`src/rtl/isqs_pkg.sv`:
```
package isqs_pkg;

  // request kinds
  localparam logic [2:0] KIND_PUSH_FRONT = 3'd0;
  localparam logic [2:0] KIND_PUSH_BACK  = 3'd1;
  localparam logic [2:0] KIND_INSERT     = 3'd2;
  localparam logic [2:0] KIND_POP_FRONT  = 3'd3;
  localparam logic [2:0] KIND_POP_BACK   = 3'd4;
  localparam logic [2:0] KIND_REMOVE     = 3'd5;

  // result status codes
  localparam logic [1:0] ST_DONE  = 2'd0;
  localparam logic [1:0] ST_ERROR = 2'd1;
  localparam logic [1:0] ST_FULL  = 2'd2;

  typedef struct packed {
    logic [2:0] kind;
    logic [7:0] symbol;
    logic [4:0] position;
  } req_t;

  typedef struct packed {
    logic [1:0] status;
    logic [4:0] length;
    logic [7:0] front_symbol;
    logic [7:0] back_symbol;
  } rsp_t;

  // controller to datapath commands
  typedef struct packed {
    logic load;
    logic exec;
  } cmd_t;

  typedef enum logic [1:0] {
    S_IDLE,
    S_EXEC,
    S_RESULT
  } state_t;

endpackage

```
`src/rtl/isqs_ctrl.sv`:
```
module isqs_ctrl (
  input  logic          clk,
  input  logic          rst,
  input  logic          req_valid,
  output logic          req_ready,
  output logic          rsp_valid,
  input  logic          rsp_ready,
  output isqs_pkg::cmd_t cmd
);
  import isqs_pkg::*;

  state_t state;
  state_t state_next;

  // state register
  always_ff @(posedge clk) begin
    if (rst) begin
      state <= S_IDLE;
    end else begin
      state <= state_next;
    end
  end

  // next state
  always_comb begin
    state_next = state;
    case (state)
      S_IDLE: begin
        if (req_valid) state_next = S_EXEC;
      end
      S_EXEC: begin
        state_next = S_RESULT;
      end
      S_RESULT: begin
        if (rsp_ready) state_next = req_valid ? S_EXEC : S_IDLE;
      end
      default: begin
        state_next = S_IDLE;
      end
    endcase
  end

  // outputs
  always_comb begin
    req_ready = 1'b0;
    rsp_valid = 1'b0;
    cmd.exec  = 1'b0;
    case (state)
      S_IDLE: begin
        req_ready = 1'b1;
      end
      S_EXEC: begin
        cmd.exec = 1'b1;
      end
      S_RESULT: begin
        rsp_valid = 1'b1;
        req_ready = rsp_ready;
      end
      default: begin
        req_ready = 1'b0;
      end
    endcase
    cmd.load = req_valid & req_ready;
  end

`ifndef NO_ASSERTIONS
  a_load_then_exec: assert property (@(posedge clk) disable iff (rst)
    cmd.load |=> cmd.exec) else $error("load not followed by execute");
  a_exec_then_result: assert property (@(posedge clk) disable iff (rst)
    cmd.exec |=> rsp_valid) else $error("execute not followed by result");
  a_no_load_in_exec: assert property (@(posedge clk) disable iff (rst)
    !(cmd.load && cmd.exec)) else $error("load during execute");
`endif

endmodule

```
`src/rtl/isqs_datapath.sv`:
```
module isqs_datapath #(
  parameter int CAPACITY = 16
) (
  input  logic          clk,
  input  logic          rst,
  input  isqs_pkg::cmd_t cmd,
  input  isqs_pkg::req_t req,
  output isqs_pkg::rsp_t rsp
);
  import isqs_pkg::*;

  localparam int CW = $clog2(CAPACITY + 1);
  localparam int W  = (CW > 5) ? CW : 5;

  // captured request
  logic [2:0] kind;
  logic [7:0] symbol;
  logic [4:0] position;

  // cell chain and fill count
  logic [7:0]    cells      [CAPACITY];
  logic [7:0]    cells_next [CAPACITY];
  logic [CW-1:0] count;
  logic [CW-1:0] count_next;
  logic [1:0]    status;
  logic [1:0]    status_next;

  logic          ins;
  logic          rem;
  logic          full;
  logic [W-1:0]  at;
  logic [W-1:0]  cnt_w;
  logic [W-1:0]  pos_w;
  logic [7:0]    back;

  assign cnt_w = W'(count);
  assign pos_w = W'(position);
  assign full  = (cnt_w == W'(CAPACITY));

  // decode request into one shift operation
  always_comb begin
    ins         = 1'b0;
    rem         = 1'b0;
    at          = '0;
    status_next = ST_ERROR;
    case (kind)
      KIND_PUSH_FRONT: begin
        if (full) begin
          status_next = ST_FULL;
        end else begin
          ins         = 1'b1;
          status_next = ST_DONE;
        end
      end
      KIND_PUSH_BACK: begin
        if (full) begin
          status_next = ST_FULL;
        end else begin
          ins         = 1'b1;
          at          = cnt_w;
          status_next = ST_DONE;
        end
      end
      KIND_INSERT: begin
        if (full) begin
          status_next = ST_FULL;
        end else if (pos_w <= cnt_w) begin
          ins         = 1'b1;
          at          = pos_w;
          status_next = ST_DONE;
        end
      end
      KIND_POP_FRONT: begin
        if (cnt_w != '0) begin
          rem         = 1'b1;
          status_next = ST_DONE;
        end
      end
      KIND_POP_BACK: begin
        if (cnt_w != '0) begin
          rem         = 1'b1;
          at          = cnt_w - W'(1);
          status_next = ST_DONE;
        end
      end
      KIND_REMOVE: begin
        if (pos_w != '0 && pos_w < cnt_w) begin
          rem         = 1'b1;
          at          = pos_w;
          status_next = ST_DONE;
        end
      end
      default: begin
        status_next = ST_ERROR;
      end
    endcase
  end

  // per-cell shift: open a gap to the right or close one from the right
  for (genvar i = 0; i < CAPACITY; i++) begin : g_cell
    always_comb begin
      cells_next[i] = cells[i];
      if (ins) begin
        if (W'(i) == at) begin
          cells_next[i] = symbol;
        end else if (W'(i) > at) begin
          if (i > 0) cells_next[i] = cells[(i > 0) ? i - 1 : 0];
        end
      end else if (rem) begin
        if (W'(i) >= at && i < CAPACITY - 1) begin
          cells_next[i] = cells[(i < CAPACITY - 1) ? i + 1 : i];
        end
      end
    end
  end

  always_comb begin
    count_next = count;
    if (ins) begin
      count_next = count + CW'(1);
    end else if (rem) begin
      count_next = count - CW'(1);
    end
  end

  // fill count
  always_ff @(posedge clk) begin
    if (rst) begin
      count <= '0;
    end else if (cmd.exec) begin
      count <= count_next;
    end
  end

  // request capture, cells and status
  always_ff @(posedge clk) begin
    if (cmd.load) begin
      kind     <= req.kind;
      symbol   <= req.symbol;
      position <= req.position;
    end
    if (cmd.exec) begin
      cells  <= cells_next;
      status <= status_next;
    end
  end

  // last entry select
  always_comb begin
    back = '0;
    for (int i = 0; i < CAPACITY; i++) begin
      if (cnt_w == W'(i + 1)) back = back | cells[i];
    end
  end

  // result fields
  assign rsp.status       = status;
  assign rsp.length       = cnt_w[4:0];
  assign rsp.front_symbol = (cnt_w != '0) ? cells[0] : 8'd0;
  assign rsp.back_symbol  = back;

`ifndef NO_ASSERTIONS
  a_count_bound: assert property (@(posedge clk) disable iff (rst)
    cnt_w <= W'(CAPACITY)) else $error("fill count above capacity");
  a_full_keeps: assert property (@(posedge clk) disable iff (rst)
    (cmd.exec && status_next != ST_DONE) |=> $stable(count))
    else $error("failed transaction changed the fill count");
  a_done_moves: assert property (@(posedge clk) disable iff (rst)
    (cmd.exec && status_next == ST_DONE) |=> count != $past(count))
    else $error("completed transaction left the fill count");
`endif

endmodule

```
`src/rtl/indexed_sequence_store.sv`:
```
// channel | direction | handshake            | payload
// req     | in        | req_valid, req_ready | kind, symbol, position
// rsp     | out       | rsp_valid, rsp_ready | status, length, front_symbol, back_symbol
//
// a transaction is captured on acceptance, executed in the next cycle by a
// chain of byte cells that all shift at once, and held in the result stage
// the next request is taken in the cycle its predecessor's result leaves,
// so a request is never accepted while another is still in flight
// rst is synchronous; it empties the store, cell contents are not cleared
// a stalled result holds the store and blocks new requests
module indexed_sequence_store #(
  parameter int CAPACITY = 16
) (
  input  logic           clk,
  input  logic           rst,
  input  logic           req_valid,
  output logic           req_ready,
  input  isqs_pkg::req_t req,
  output logic           rsp_valid,
  input  logic           rsp_ready,
  output isqs_pkg::rsp_t rsp
);
  import isqs_pkg::*;

  cmd_t cmd;

  isqs_ctrl u_ctrl (
    .clk       (clk),
    .rst       (rst),
    .req_valid (req_valid),
    .req_ready (req_ready),
    .rsp_valid (rsp_valid),
    .rsp_ready (rsp_ready),
    .cmd       (cmd)
  );

  isqs_datapath #(
    .CAPACITY (CAPACITY)
  ) u_datapath (
    .clk (clk),
    .rst (rst),
    .cmd (cmd),
    .req (req),
    .rsp (rsp)
  );

endmodule
```
`config.mk`:
```
export PLATFORM = sky130hd
export DESIGN_NAME = indexed_sequence_store
export DESIGN_NICKNAME = d
export VERILOG_FILES = /design/src/rtl/isqs_pkg.sv /design/src/rtl/isqs_ctrl.sv /design/src/rtl/isqs_datapath.sv /design/src/rtl/indexed_sequence_store.sv
export SDC_FILE = /design/constraint.sdc
export NUM_CORES = 1
export LEC_CHECK = 0
export ABC_CLOCK_PERIOD_IN_PS = 3560
export BUFFER_PORTS_ARGS = -buffer_cell sky130_fd_sc_hd__buf_2
export CAP_MARGIN = 0
export CORE_ASPECT_RATIO = 1.75
export CORE_MARGIN = 2
export CORE_UTILIZATION = 45
export CTS_CLUSTER_DIAMETER = 150
export DETAILED_ROUTE_END_ITERATION = 8
export GPL_TIMING_DRIVEN = 0
export PLACE_DENSITY_LB_ADDON = 0.05
export SLEW_MARGIN = 10
export SYNTH_ARGS = -nofsm -noshare
export SYNTH_HDL_FRONTEND = slang
export SYNTH_SLANG_ARGS = --single-unit
```
`constraint.sdc`:
```
create_clock -name clk -period 3.56 [get_ports clk]
set_input_delay 0.178 -clock clk [delete_from_list [all_inputs] [get_ports clk]]
set_output_delay 0.178 -clock clk [all_outputs]
set_load 0.05 [all_outputs]
```
Word-level counts from Yosys, hierarchy flattened
Index checks and enable logic that the tools add are counted.

Input port bits: 20. Flip-flop bits (word level): 153.

$lt $le $gt $ge: 32. Eq/ne operators: 55. Reduce and logical (&&, ||, !) cells: 43. Bitwise operators: 16. Multiplexer cells: 121. $add $sub $neg: 2.

Operators with widths (number): $mux W8 (93); $or A8 B8 Y8 (15); $reduce_and A4 Y1 (15); $ne A3 B3 Y1 const B (14); $eq A4 B5 Y1 const A (8); $eq A5 B4 Y1 const B (8); $gt A4 B5 Y1 const A (8); $ge A4 B5 Y1 const A (7); $mux W5 (7); $reduce_bool A2 Y1 (17); $eq A3 B5 Y1 const A (4); $eq A5 B3 Y1 const B (4); $ge A3 B5 Y1 const A (4); $gt A3 B5 Y1 const A (4); $pmux W5 S4 (1); $mux W1 (11); $eq A2 B5 Y1 const A (2); $eq A5 B2 Y1 const B (2); $ge A1 B5 Y1 const A (2); $ge A2 B5 Y1 const A (2); $gt A2 B5 Y1 const A (2); $reduce_bool A5 Y1 (2); $mux W2 (4); $pmux W2 S4 (1); 24 further kinds (32).

Depth between registers and ports, before layout
Gate-level depths: netlist of run 1.

Word-level depth: 32. Depth in mapped cells: 13. Depth with buffers taken out: 9.

By module
A second synthesis of run 1 with hierarchy kept.

Cell total of the unflattened synthesis: 902. Area total of the unflattened synthesis: 9212.6 sq um.

Modules (own cells, without submodules): isqs_datapath (area each 9100.0 sq um, times used 1, cells each 890); isqs_ctrl (area each 112.6 sq um, times used 1, cells each 12).

Worst setup path before layout of run 1
No wires, ideal clock.

Path kind: register -> register. Start: register u_datapath.count[2], in the netlist u_datapath.cnt_w[2]. End: register u_datapath.cells[120] in the netlist's numbering, enable pin. Cell stages (with the launch flop): 13. Setup slack: -0.512 ns. Data required time: 3.177 ns. Arrival: 3.689 ns. Cell sequence: dfxtp_1 > clkbuf_1 > inv_1 > ha_1 > nor2_1 > a211o_1 > a31oi_4 > o21bai_1 > buf_2 > a21oi_1 > clkbuf_1 > nand2_1 > nor3_1.

Word-level cells in the longest chain between the ends: 7. Elaborated cells on any way between the ends: 25.

RTL lines: start: declaration (RTL line isqs_datapath.sv:23) `logic [CW-1:0] count;`; start signal: assignment (RTL line isqs_datapath.sv:131) `count <= count_next;`; $le A5 B5 Y1 or $lt A5 B5 Y1 (tied branches) (RTL line isqs_datapath.sv:67, isqs_datapath.sv:87); $mux W5 or $logic_and A1 B1 Y1 (tied branches) (RTL line isqs_datapath.sv:67, isqs_datapath.sv:87); $mux W5, on equally long branches (RTL line isqs_datapath.sv:65, isqs_datapath.sv:87); $pmux W5 S4 (RTL line isqs_datapath.sv:46) `case (kind)`; $ge A1 B5 Y1 or $logic_not A5 Y1 (tied branches) (RTL line isqs_datapath.sv:110, isqs_datapath.sv:104); $reduce_bool A2 Y1 (no line) or $ne A2 B2 Y1 (tied branches); $reduce_and A4 Y1 (no line) (*); end signal: assignment (RTL line isqs_datapath.sv:143) `cells <= cells_next;`; end: declaration (RTL line isqs_datapath.sv:21) `logic [7:0] cells [CAPACITY];`.

Every way passes the cells marked *; elsewhere a longest branch is shown, timed or not. A chain may end at the register's enable or synchronous reset.

==> results of run 1 <==
[per-stage QoR]
step | utilization (%) | TNS (ns) | power, W | setup slack (ns) | hold slack (ns)
after floorplan | - | -0.319 | 0.00286 | -0.0399 | 0.240
after global placement | 48.8 | -165.87 | 0.00329 | -1.10 | 0.355
after detailed placement | 48.8 | -169.71 | 0.00329 | -1.11 | 0.358
after CTS | 54.7 | -1.30 | 0.00531 | -0.123 | 0.0437
after global routing | 57.0 | -0.308 | 0.00557 | -0.0395 | 0.0683
final | 57.0 | 0 | 0.00547 | 0.0676 | 0.0406
[tightest hold or removal path, cell delays in order]
cell and delay [ns]:
buf_2 0.08, inv_1 0.04, nand3b_1 0.08, a21oi_1 0.06
[routing by layer]
| metal | track usage, % | routed length [um] | vias up |
|---|---|---|---|
| li1 | - | - | 4314 |
| met1 | 50.0 | 16500 | 4958 |
| met2 | 69.9 | 22800 | 838 |
| met3 | 10.3 | 5330 | 297 |
| met4 | 37.5 | 5770 | 0 |
| met5 | 0 | 0 | - |
[cell usage after synthesis, types with 11 or more instances]
master | instances | area share [%]
a211oi_1 | 11 | 0.84
a21oi_1 | 41 | 2.1
a221oi_1 | 15 | 1.3
a22oi_1 | 22 | 1.7
a31oi_1 | 68 | 4.3
a41o_1 | 24 | 2.5
and3_1 | 13 | 0.83
buf_2 | 27 | 1.4
clkbuf_1 | 77 | 2.9
edfxtp_1 | 146 | 45
ha_1 | 11 | 1.4
inv_1 | 19 | 0.73
nand2_1 | 115 | 4.4
nand3_1 | 14 | 0.72
nand4_1 | 48 | 3.1
nor2_1 | 85 | 3.3
nor2b_1 | 13 | 0.83
nor3_1 | 15 | 0.77
o211ai_1 | 59 | 4.5
o21ai_0 | 21 | 1.1
o311ai_0 | 16 | 1.4
o31ai_1 | 32 | 2.5
o41ai_1 | 24 | 2.1
[how the worst max path moves through the flow]
stage                                        to  slack, ns  cells past startpoint
final                     u_datapath.cells[109]       0.07                     12
after global placement    u_datapath.cells[122]      -1.10                     12
after CTS                  u_datapath.cells[54]      -0.12                     12
after global routing       u_datapath.cells[40]      -0.04                     13
after floorplan            u_datapath.cells[24]      -0.04                     13
after detailed placement  u_datapath.cells[122]      -1.11                     12
[what timing repair did]
action | CTS | global route
pin swaps | 17 | 15
endpoints found under the setup margin | 257 | 241
gates resized for setup | 90 | 124
endpoints found under the hold margin | 18 | 0
buffers inserted | 15 | 11
hold buffers | 17 | 0
[flip-flops by register name (all words and copies together) (netlist names)]
signal             cells
u_ctrl.state           2
u_datapath.symbol      8
u_datapath.status      2
u_datapath.kind        3
u_datapath.pos_w       5
u_datapath.cells     128
u_datapath.cnt_w       5
[area by class of cell]
type,count,area (um2),area share (%)
multi-input combinational,741,5330,43.6
timing repair buffer,87,677,5.55
tap,292,365,2.99
buffer,111,611,5.00
clock buffer,20,437,3.58
clock inverter,12,174,1.43
sequential,153,4530,37.1
inverter,19,82.6,0.677
[kinds of logic after synthesis]
logic type               synth area share [%]
buffers and inverters                    5.45
multiplexers                             1.23
AND/OR/NAND/NOR                          16.3
adder cells (fa/ha/maj)                  1.40
XOR/XNOR                                0.268
flip-flops                               46.2
AO/OA/AOI/OAI                            29.1
[power by group through the flow]
stage / Combinational (W) / Clock [W] / Sequential, W
2_1_floorplan: 0.000696 / 0 / 0.00216
3_3_place_gp: 0.00107 / 0 / 0.00221
3_5_place_dp: 0.00108 / 0 / 0.00221
4_1_cts: 0.00117 / 0.00196 / 0.00217
5_1_grt: 0.00135 / 0.00203 / 0.00218
6_report: 0.00130 / 0.00198 / 0.00219
==> metrics.cfg, run 1 <==
[place]
gp_congestion=1.08
placed_area_um2=10400
port_buffers=44
placed_cells=1362
dp_hpwl_mm=37.4

[die]
start_util_pct=45.8
die_area_um2=23000
die_h_um=199
rows=71
ioPinCount=45
coreArea_um2=21400
dieWidth_um=116

[global_routing]
overflow=0
grt_pass1_vias=9967
grt_max_degree=20
grt_pass1_wl_mm=70.5
antenna_found_initial=0
grt_usage_pct=44.3

[timing]
rsz0062_at_grt=true
finalSetupViolCount=0
hold_violations=0
min_period_ns=3.49
worst_pin_slew_ns=1.16
finClkSkew_ns=0.0104
relSlewSlack_pct=21.7
finalCritPeriodShare_pct=98.1
timing.fmax_ghz=0.286
finalMaxSlewViolations=0

[power]
p_leak_nw=4.14
pwr-share-clk_pct=36.2
p_int_w=0.00362
p_seq_share_pct=40.0
p_sw_share_pct=33.8
combPwrFrac_pct=23.8
cellPowerDensity_nw_per_um2=448
switching_power_w=0.00185
ir_drop_mv=0.336

[setup_path]
cp_max_fo=10
critPathArrivalTime_ns=3.79
reg2reg_setup_slack_ns=0.07
r2r_cells=12
worstReg2RegEnd=u_datapath.cells[109]
critPathBufInv=4
crit_chain=buf_6 -> clkinvlp_4 -> ha_1 -> nand2_2 -> a211o_4 -> a31oi_4 -> o21bai_1 -> buf_6 -> buf_6 -> a211oi_1 -> a31oi_1 -> a21oi_1
end_kind=register
slowest_stage=a211oi_1
worstSetupPathType=reg -> reg
r2r-start=u_datapath.cnt_w[4]
path_common_cell=buf_6
cp_slowest_stage_delay_ns=0.76
required_ns=3.86
startpoint=u_datapath.cnt_w[4]
cp_top_family=compound AO/OA/AOI/OAI gates
crit_path_start_kind=register

[cells_and_area]
fin_nets=1161
antenna_cells=0
final_common_cell=edfxtp_1
final_cell_mix=edfxtp_1, nand2_1, nor2_1
syn_to_final_growth_pct=24.5
n_fill_cell=1894
drive_above_1_share_pct=23.9
stdcell_count=1435
stdcell_area_um2=12200

[routing]
wl_mm=50.4
drt-initial-drc-count=1511
via_count=10400
remaining_drc_errors=0
drtAntennaViolNets=0
wire_per_inst_um=35.1
dr.pass1.iters=6
via_per_inst=7.25

[synth]
postSynth.asyncResetShare_pct=0
synth_cell_types=64
synth-edff-count=146
synthesis.area_um2=9800
synthFlopType=edfxtp_1
avgSynthCellArea_um2=9.55
syn-num-nets=1057
ys_ff_latch=153
syn_inst=1026
synth-seq-area-share_pct=46.2
synth_warnings=0

[cts]
cts_tree=built
clock_sink_count=153
ctsHtreeMaxLevel=4
insertion_delay_ns=0.46
clk_pin_slew_ns=0.07
cts_made_buffers=17
cts-root-buf=clkbuf_16
clockBufferDepth=2

[worst_hold_path]
worstHoldStart=rsp_ready
min_to=u_ctrl.state[1]
hold-path-cell-count=4
hold_path.class=in -> reg

[flow_run]
maxCapViolations=0

[run_status]
outcome=finished clean

Power figures use the tool's default switching activity.
==> run 2, diff against run 1 <==
Settings changed: ABC_AREA from default to 0, PLACE_DENSITY from default to 0.73, PLACE_DENSITY_LB_ADDON 0.05 to default, SLEW_MARGIN 10 to 25.
==> run 2 against run 1 <==
The run now ends with setup timing left. Sequential share of layout area grew 0.20 points. Clock-buffer cell count shrank 2. Total power shrank 0.58%. Non-clock buffer count grew 8. Combinational power is essentially flat. Clock skew shrank 0.00053 ns. Hold slack lost 0.013 ns. Sequential power is essentially flat. Cell count grew 0.63%. Flip-flop and latch count is the same. Utilization shrank 0.31 points. Largest cell class unchanged.
==> metrics.cfg, run 2 (synthesis gave the netlist of run 1 again) <==
[cells_and_area]
final_cell_mix=edfxtp_1, nand2_1, nor2_1
syn_to_final_growth_pct=23.8
drive_above_1_share_pct=24.1  ; +0.18 points
largest_register=u_datapath.cells
final_common_cell=edfxtp_1
multi_input_area_um2=5240  ; -1.7%
top_regs=u_datapath.cells x128, u_datapath.symbol x8
stdcell_area_um2=12100  ; -0.54%
largest_reg_flops=128  ; unchanged
fin_nets=1169  ; +0.69%
ff_latch_area_um2=4530  ; unchanged
n_fill_cell=1891  ; -0.16%

[setup_path]
required_ns=3.86  ; about the same
worstSetupPathType=reg -> reg
cp_top_family=compound AO/OA/AOI/OAI gates
r2r_cells=12  ; unchanged
critPathArrivalTime_ns=3.90  ; +0.11 ns
worstReg2RegEnd=u_datapath.cells[38]
crit_chain=buf_6 -> clkinvlp_4 -> ha_4 -> nor2_1 -> a211o_1 -> a31oi_4 -> o21bai_1 -> buf_6 -> buf_4 -> a211oi_2 -> nand4_1 -> a31oi_1
cp_slowest_stage_delay_ns=0.66  ; -0.10 ns
reg2reg_setup_slack_ns=-0.04  ; -0.11 ns
path_common_cell=buf_6
crit_path_start_kind=register
slowest_stage=a211oi_2
r2r-start=u_datapath.cnt_w[2]
cp_max_fo=10  ; unchanged
end_kind=register
critPathBufInv=4  ; unchanged

[timing]
tns_ns=-0.0426  ; -0.0426 ns
finClkSkew_ns=0.00987  ; -0.000530 ns
finalMaxSlewViolations=0  ; unchanged
hold_violations=0  ; unchanged
rsz0062_at_grt=true
timing.fmax_ghz=0.278  ; -3.1%
relSlewSlack_pct=35.6  ; +14 points
finalSetupViolCount=1  ; +1
finalCritPeriodShare_pct=101  ; +3.1 points
worst_pin_slew_ns=0.967  ; -0.196 ns
fin_ws_ns=-0.0426  ; -0.110 ns
min_period_ns=3.60  ; +0.110 ns

[place]
place_ws_ns=-0.974  ; +0.132 ns
placed_area_um2=10500  ; +0.19%
port_buffers=44  ; unchanged
gp_congestion=1.08  ; +0.20%
dp_hpwl_mm=39.8  ; +6.4%

[worst_hold_path]
worstHoldStart=rsp_ready
hold-path-cell-count=4  ; unchanged
hold_path.class=in -> reg
min_to=u_ctrl.state[1]

[die]
die_area_um2=23000  ; unchanged
start_util_pct=45.8  ; unchanged
dieWidth_um=116  ; unchanged
rows=71  ; unchanged
coreArea_um2=21400  ; unchanged
ioPinCount=45  ; unchanged
die_h_um=199  ; unchanged

[power]
p_leak_nw=4.15  ; +0.27%
ir_drop_mv=0.322  ; -3.9%
cellPowerDensity_nw_per_um2=448  ; about the same

[cts]
ctsHtreeMaxLevel=4  ; unchanged
clk_pin_slew_ns=0.07  ; about the same
cts_tree=built
clockBufferDepth=2  ; unchanged
cts-root-buf=clkbuf_16
insertion_delay_ns=0.46  ; about the same
cts_made_buffers=17  ; unchanged
clock_sink_count=153  ; unchanged

[global_routing]
grt_usage_pct=47.2  ; +2.9 points
antenna_found_initial=0  ; unchanged
grt_max_degree=18  ; -10%
grt_pass1_wl_mm=74.4  ; +5.5%
overflow=0  ; unchanged
grt_pass1_vias=10200  ; +2.2%

[routing]
drtAntennaViolNets=0  ; unchanged
wire_per_inst_um=36.8  ; +4.8%
dr.pass1.iters=6  ; unchanged
drt-initial-drc-count=1498  ; -0.86%
remaining_drc_errors=0  ; unchanged
via_count=10500  ; +0.94%
wl_mm=53.2  ; +5.5%
via_per_inst=7.27  ; +0.31%

[flow_run]
maxCapViolations=0  ; unchanged

[run_status]
outcome=complete, but fails checks
violations=setup timing

run 2: area by class of cell:
cell class / count / area share (%)
Sequential cell: 153 / 37.3
Inverter: 19 / 0.619
Clock buffer: 18 / 3.62
Antenna cell: 1 / 0.0206
Multi-Input combinational cell: 741 / 43.1
Timing Repair Buffer: 95 / 6.14
Buffer: 111 / 4.77
Tap cell: 292 / 3.01
Clock inverter: 14 / 1.34
run 2: per-stage QoR:
step / utilization, % / cells / total power, W / hold slack [ns]
CTS: 55.1 / 1432 / 0.00530 / 0.0227
finish: 56.7 / 1444 / 0.00544 / 0.0275
global route: 56.7 / 1443 / 0.00554 / 0.0530
global placement: 48.8 / 1362 / 0.00330 / 0.355
floorplan: - / 1026 / 0.00286 / 0.240
detailed placement: 48.9 / 1362 / 0.00331 / 0.356
run 2: power by group:
group | internal, W | total [W] | switching (W)
Sequential | 0.00208 | 0.00219 | 0.000115
Clock | 0.00107 | 0.00193 | 0.000860
Combinational | 0.000381 | 0.00132 | 0.000940
run 2: worst max-delay path by stage:
stage	from	endpoint	slack, ns	cells after the start
4_1_cts	u_datapath.cnt_w[4]	u_datapath.cells[37]	0.000008	12
3_3_place_gp	u_datapath.cnt_w[2]	u_datapath.cells[90]	-1.03	12
3_5_place_dp	u_datapath.cnt_w[2]	u_datapath.cells[121]	-0.97	12
5_1_grt	u_datapath.cnt_w[2]	u_datapath.cells[38]	-0.04	12
2_1_floorplan	u_datapath.cnt_w[2]	u_datapath.cells[24]	-0.04	13
6_report	u_datapath.cnt_w[2]	u_datapath.cells[38]	-0.04	12
run 2: routing by layer:
| metal | wire [um] | track usage, % | part of all wire (%) | vias to the layer above |
|---|---|---|---|---|
| li1 | - | - | - | 4333 |
| met1 | 16800 | 50.4 | 32 | 4963 |
| met2 | 23700 | 72.9 | 45 | 900 |
| met3 | 5590 | 12.2 | 11 | 309 |
| met4 | 7080 | 47.4 | 13 | 0 |
| met5 | 0 | 0 | 0 | - |
run 2: worst reg2reg max path: stages (launching register included):
cell and delay [ns]:
dfxtp_2 0.38, buf_6 0.16, clkinvlp_4 0.19, ha_4 0.32, nor2_1 0.05, a211o_1 0.34, a31oi_4 0.28, o21bai_1 0.13
buf_6 0.18, buf_4 0.21, a211oi_2 0.67, nand4_1 0.29, a31oi_1 0.24
run 2: repair_timing:
action / 4_1_cts / 5_1_grt
endpoints found under the hold margin: 22 / 0
pin swaps: 19 / 8
gates cloned: 0 / 0
hold buffers: 17 / 0
endpoints found under the setup margin: 260 / 244
setup buffers: 21 / 13
gates resized for setup: 86 / 98
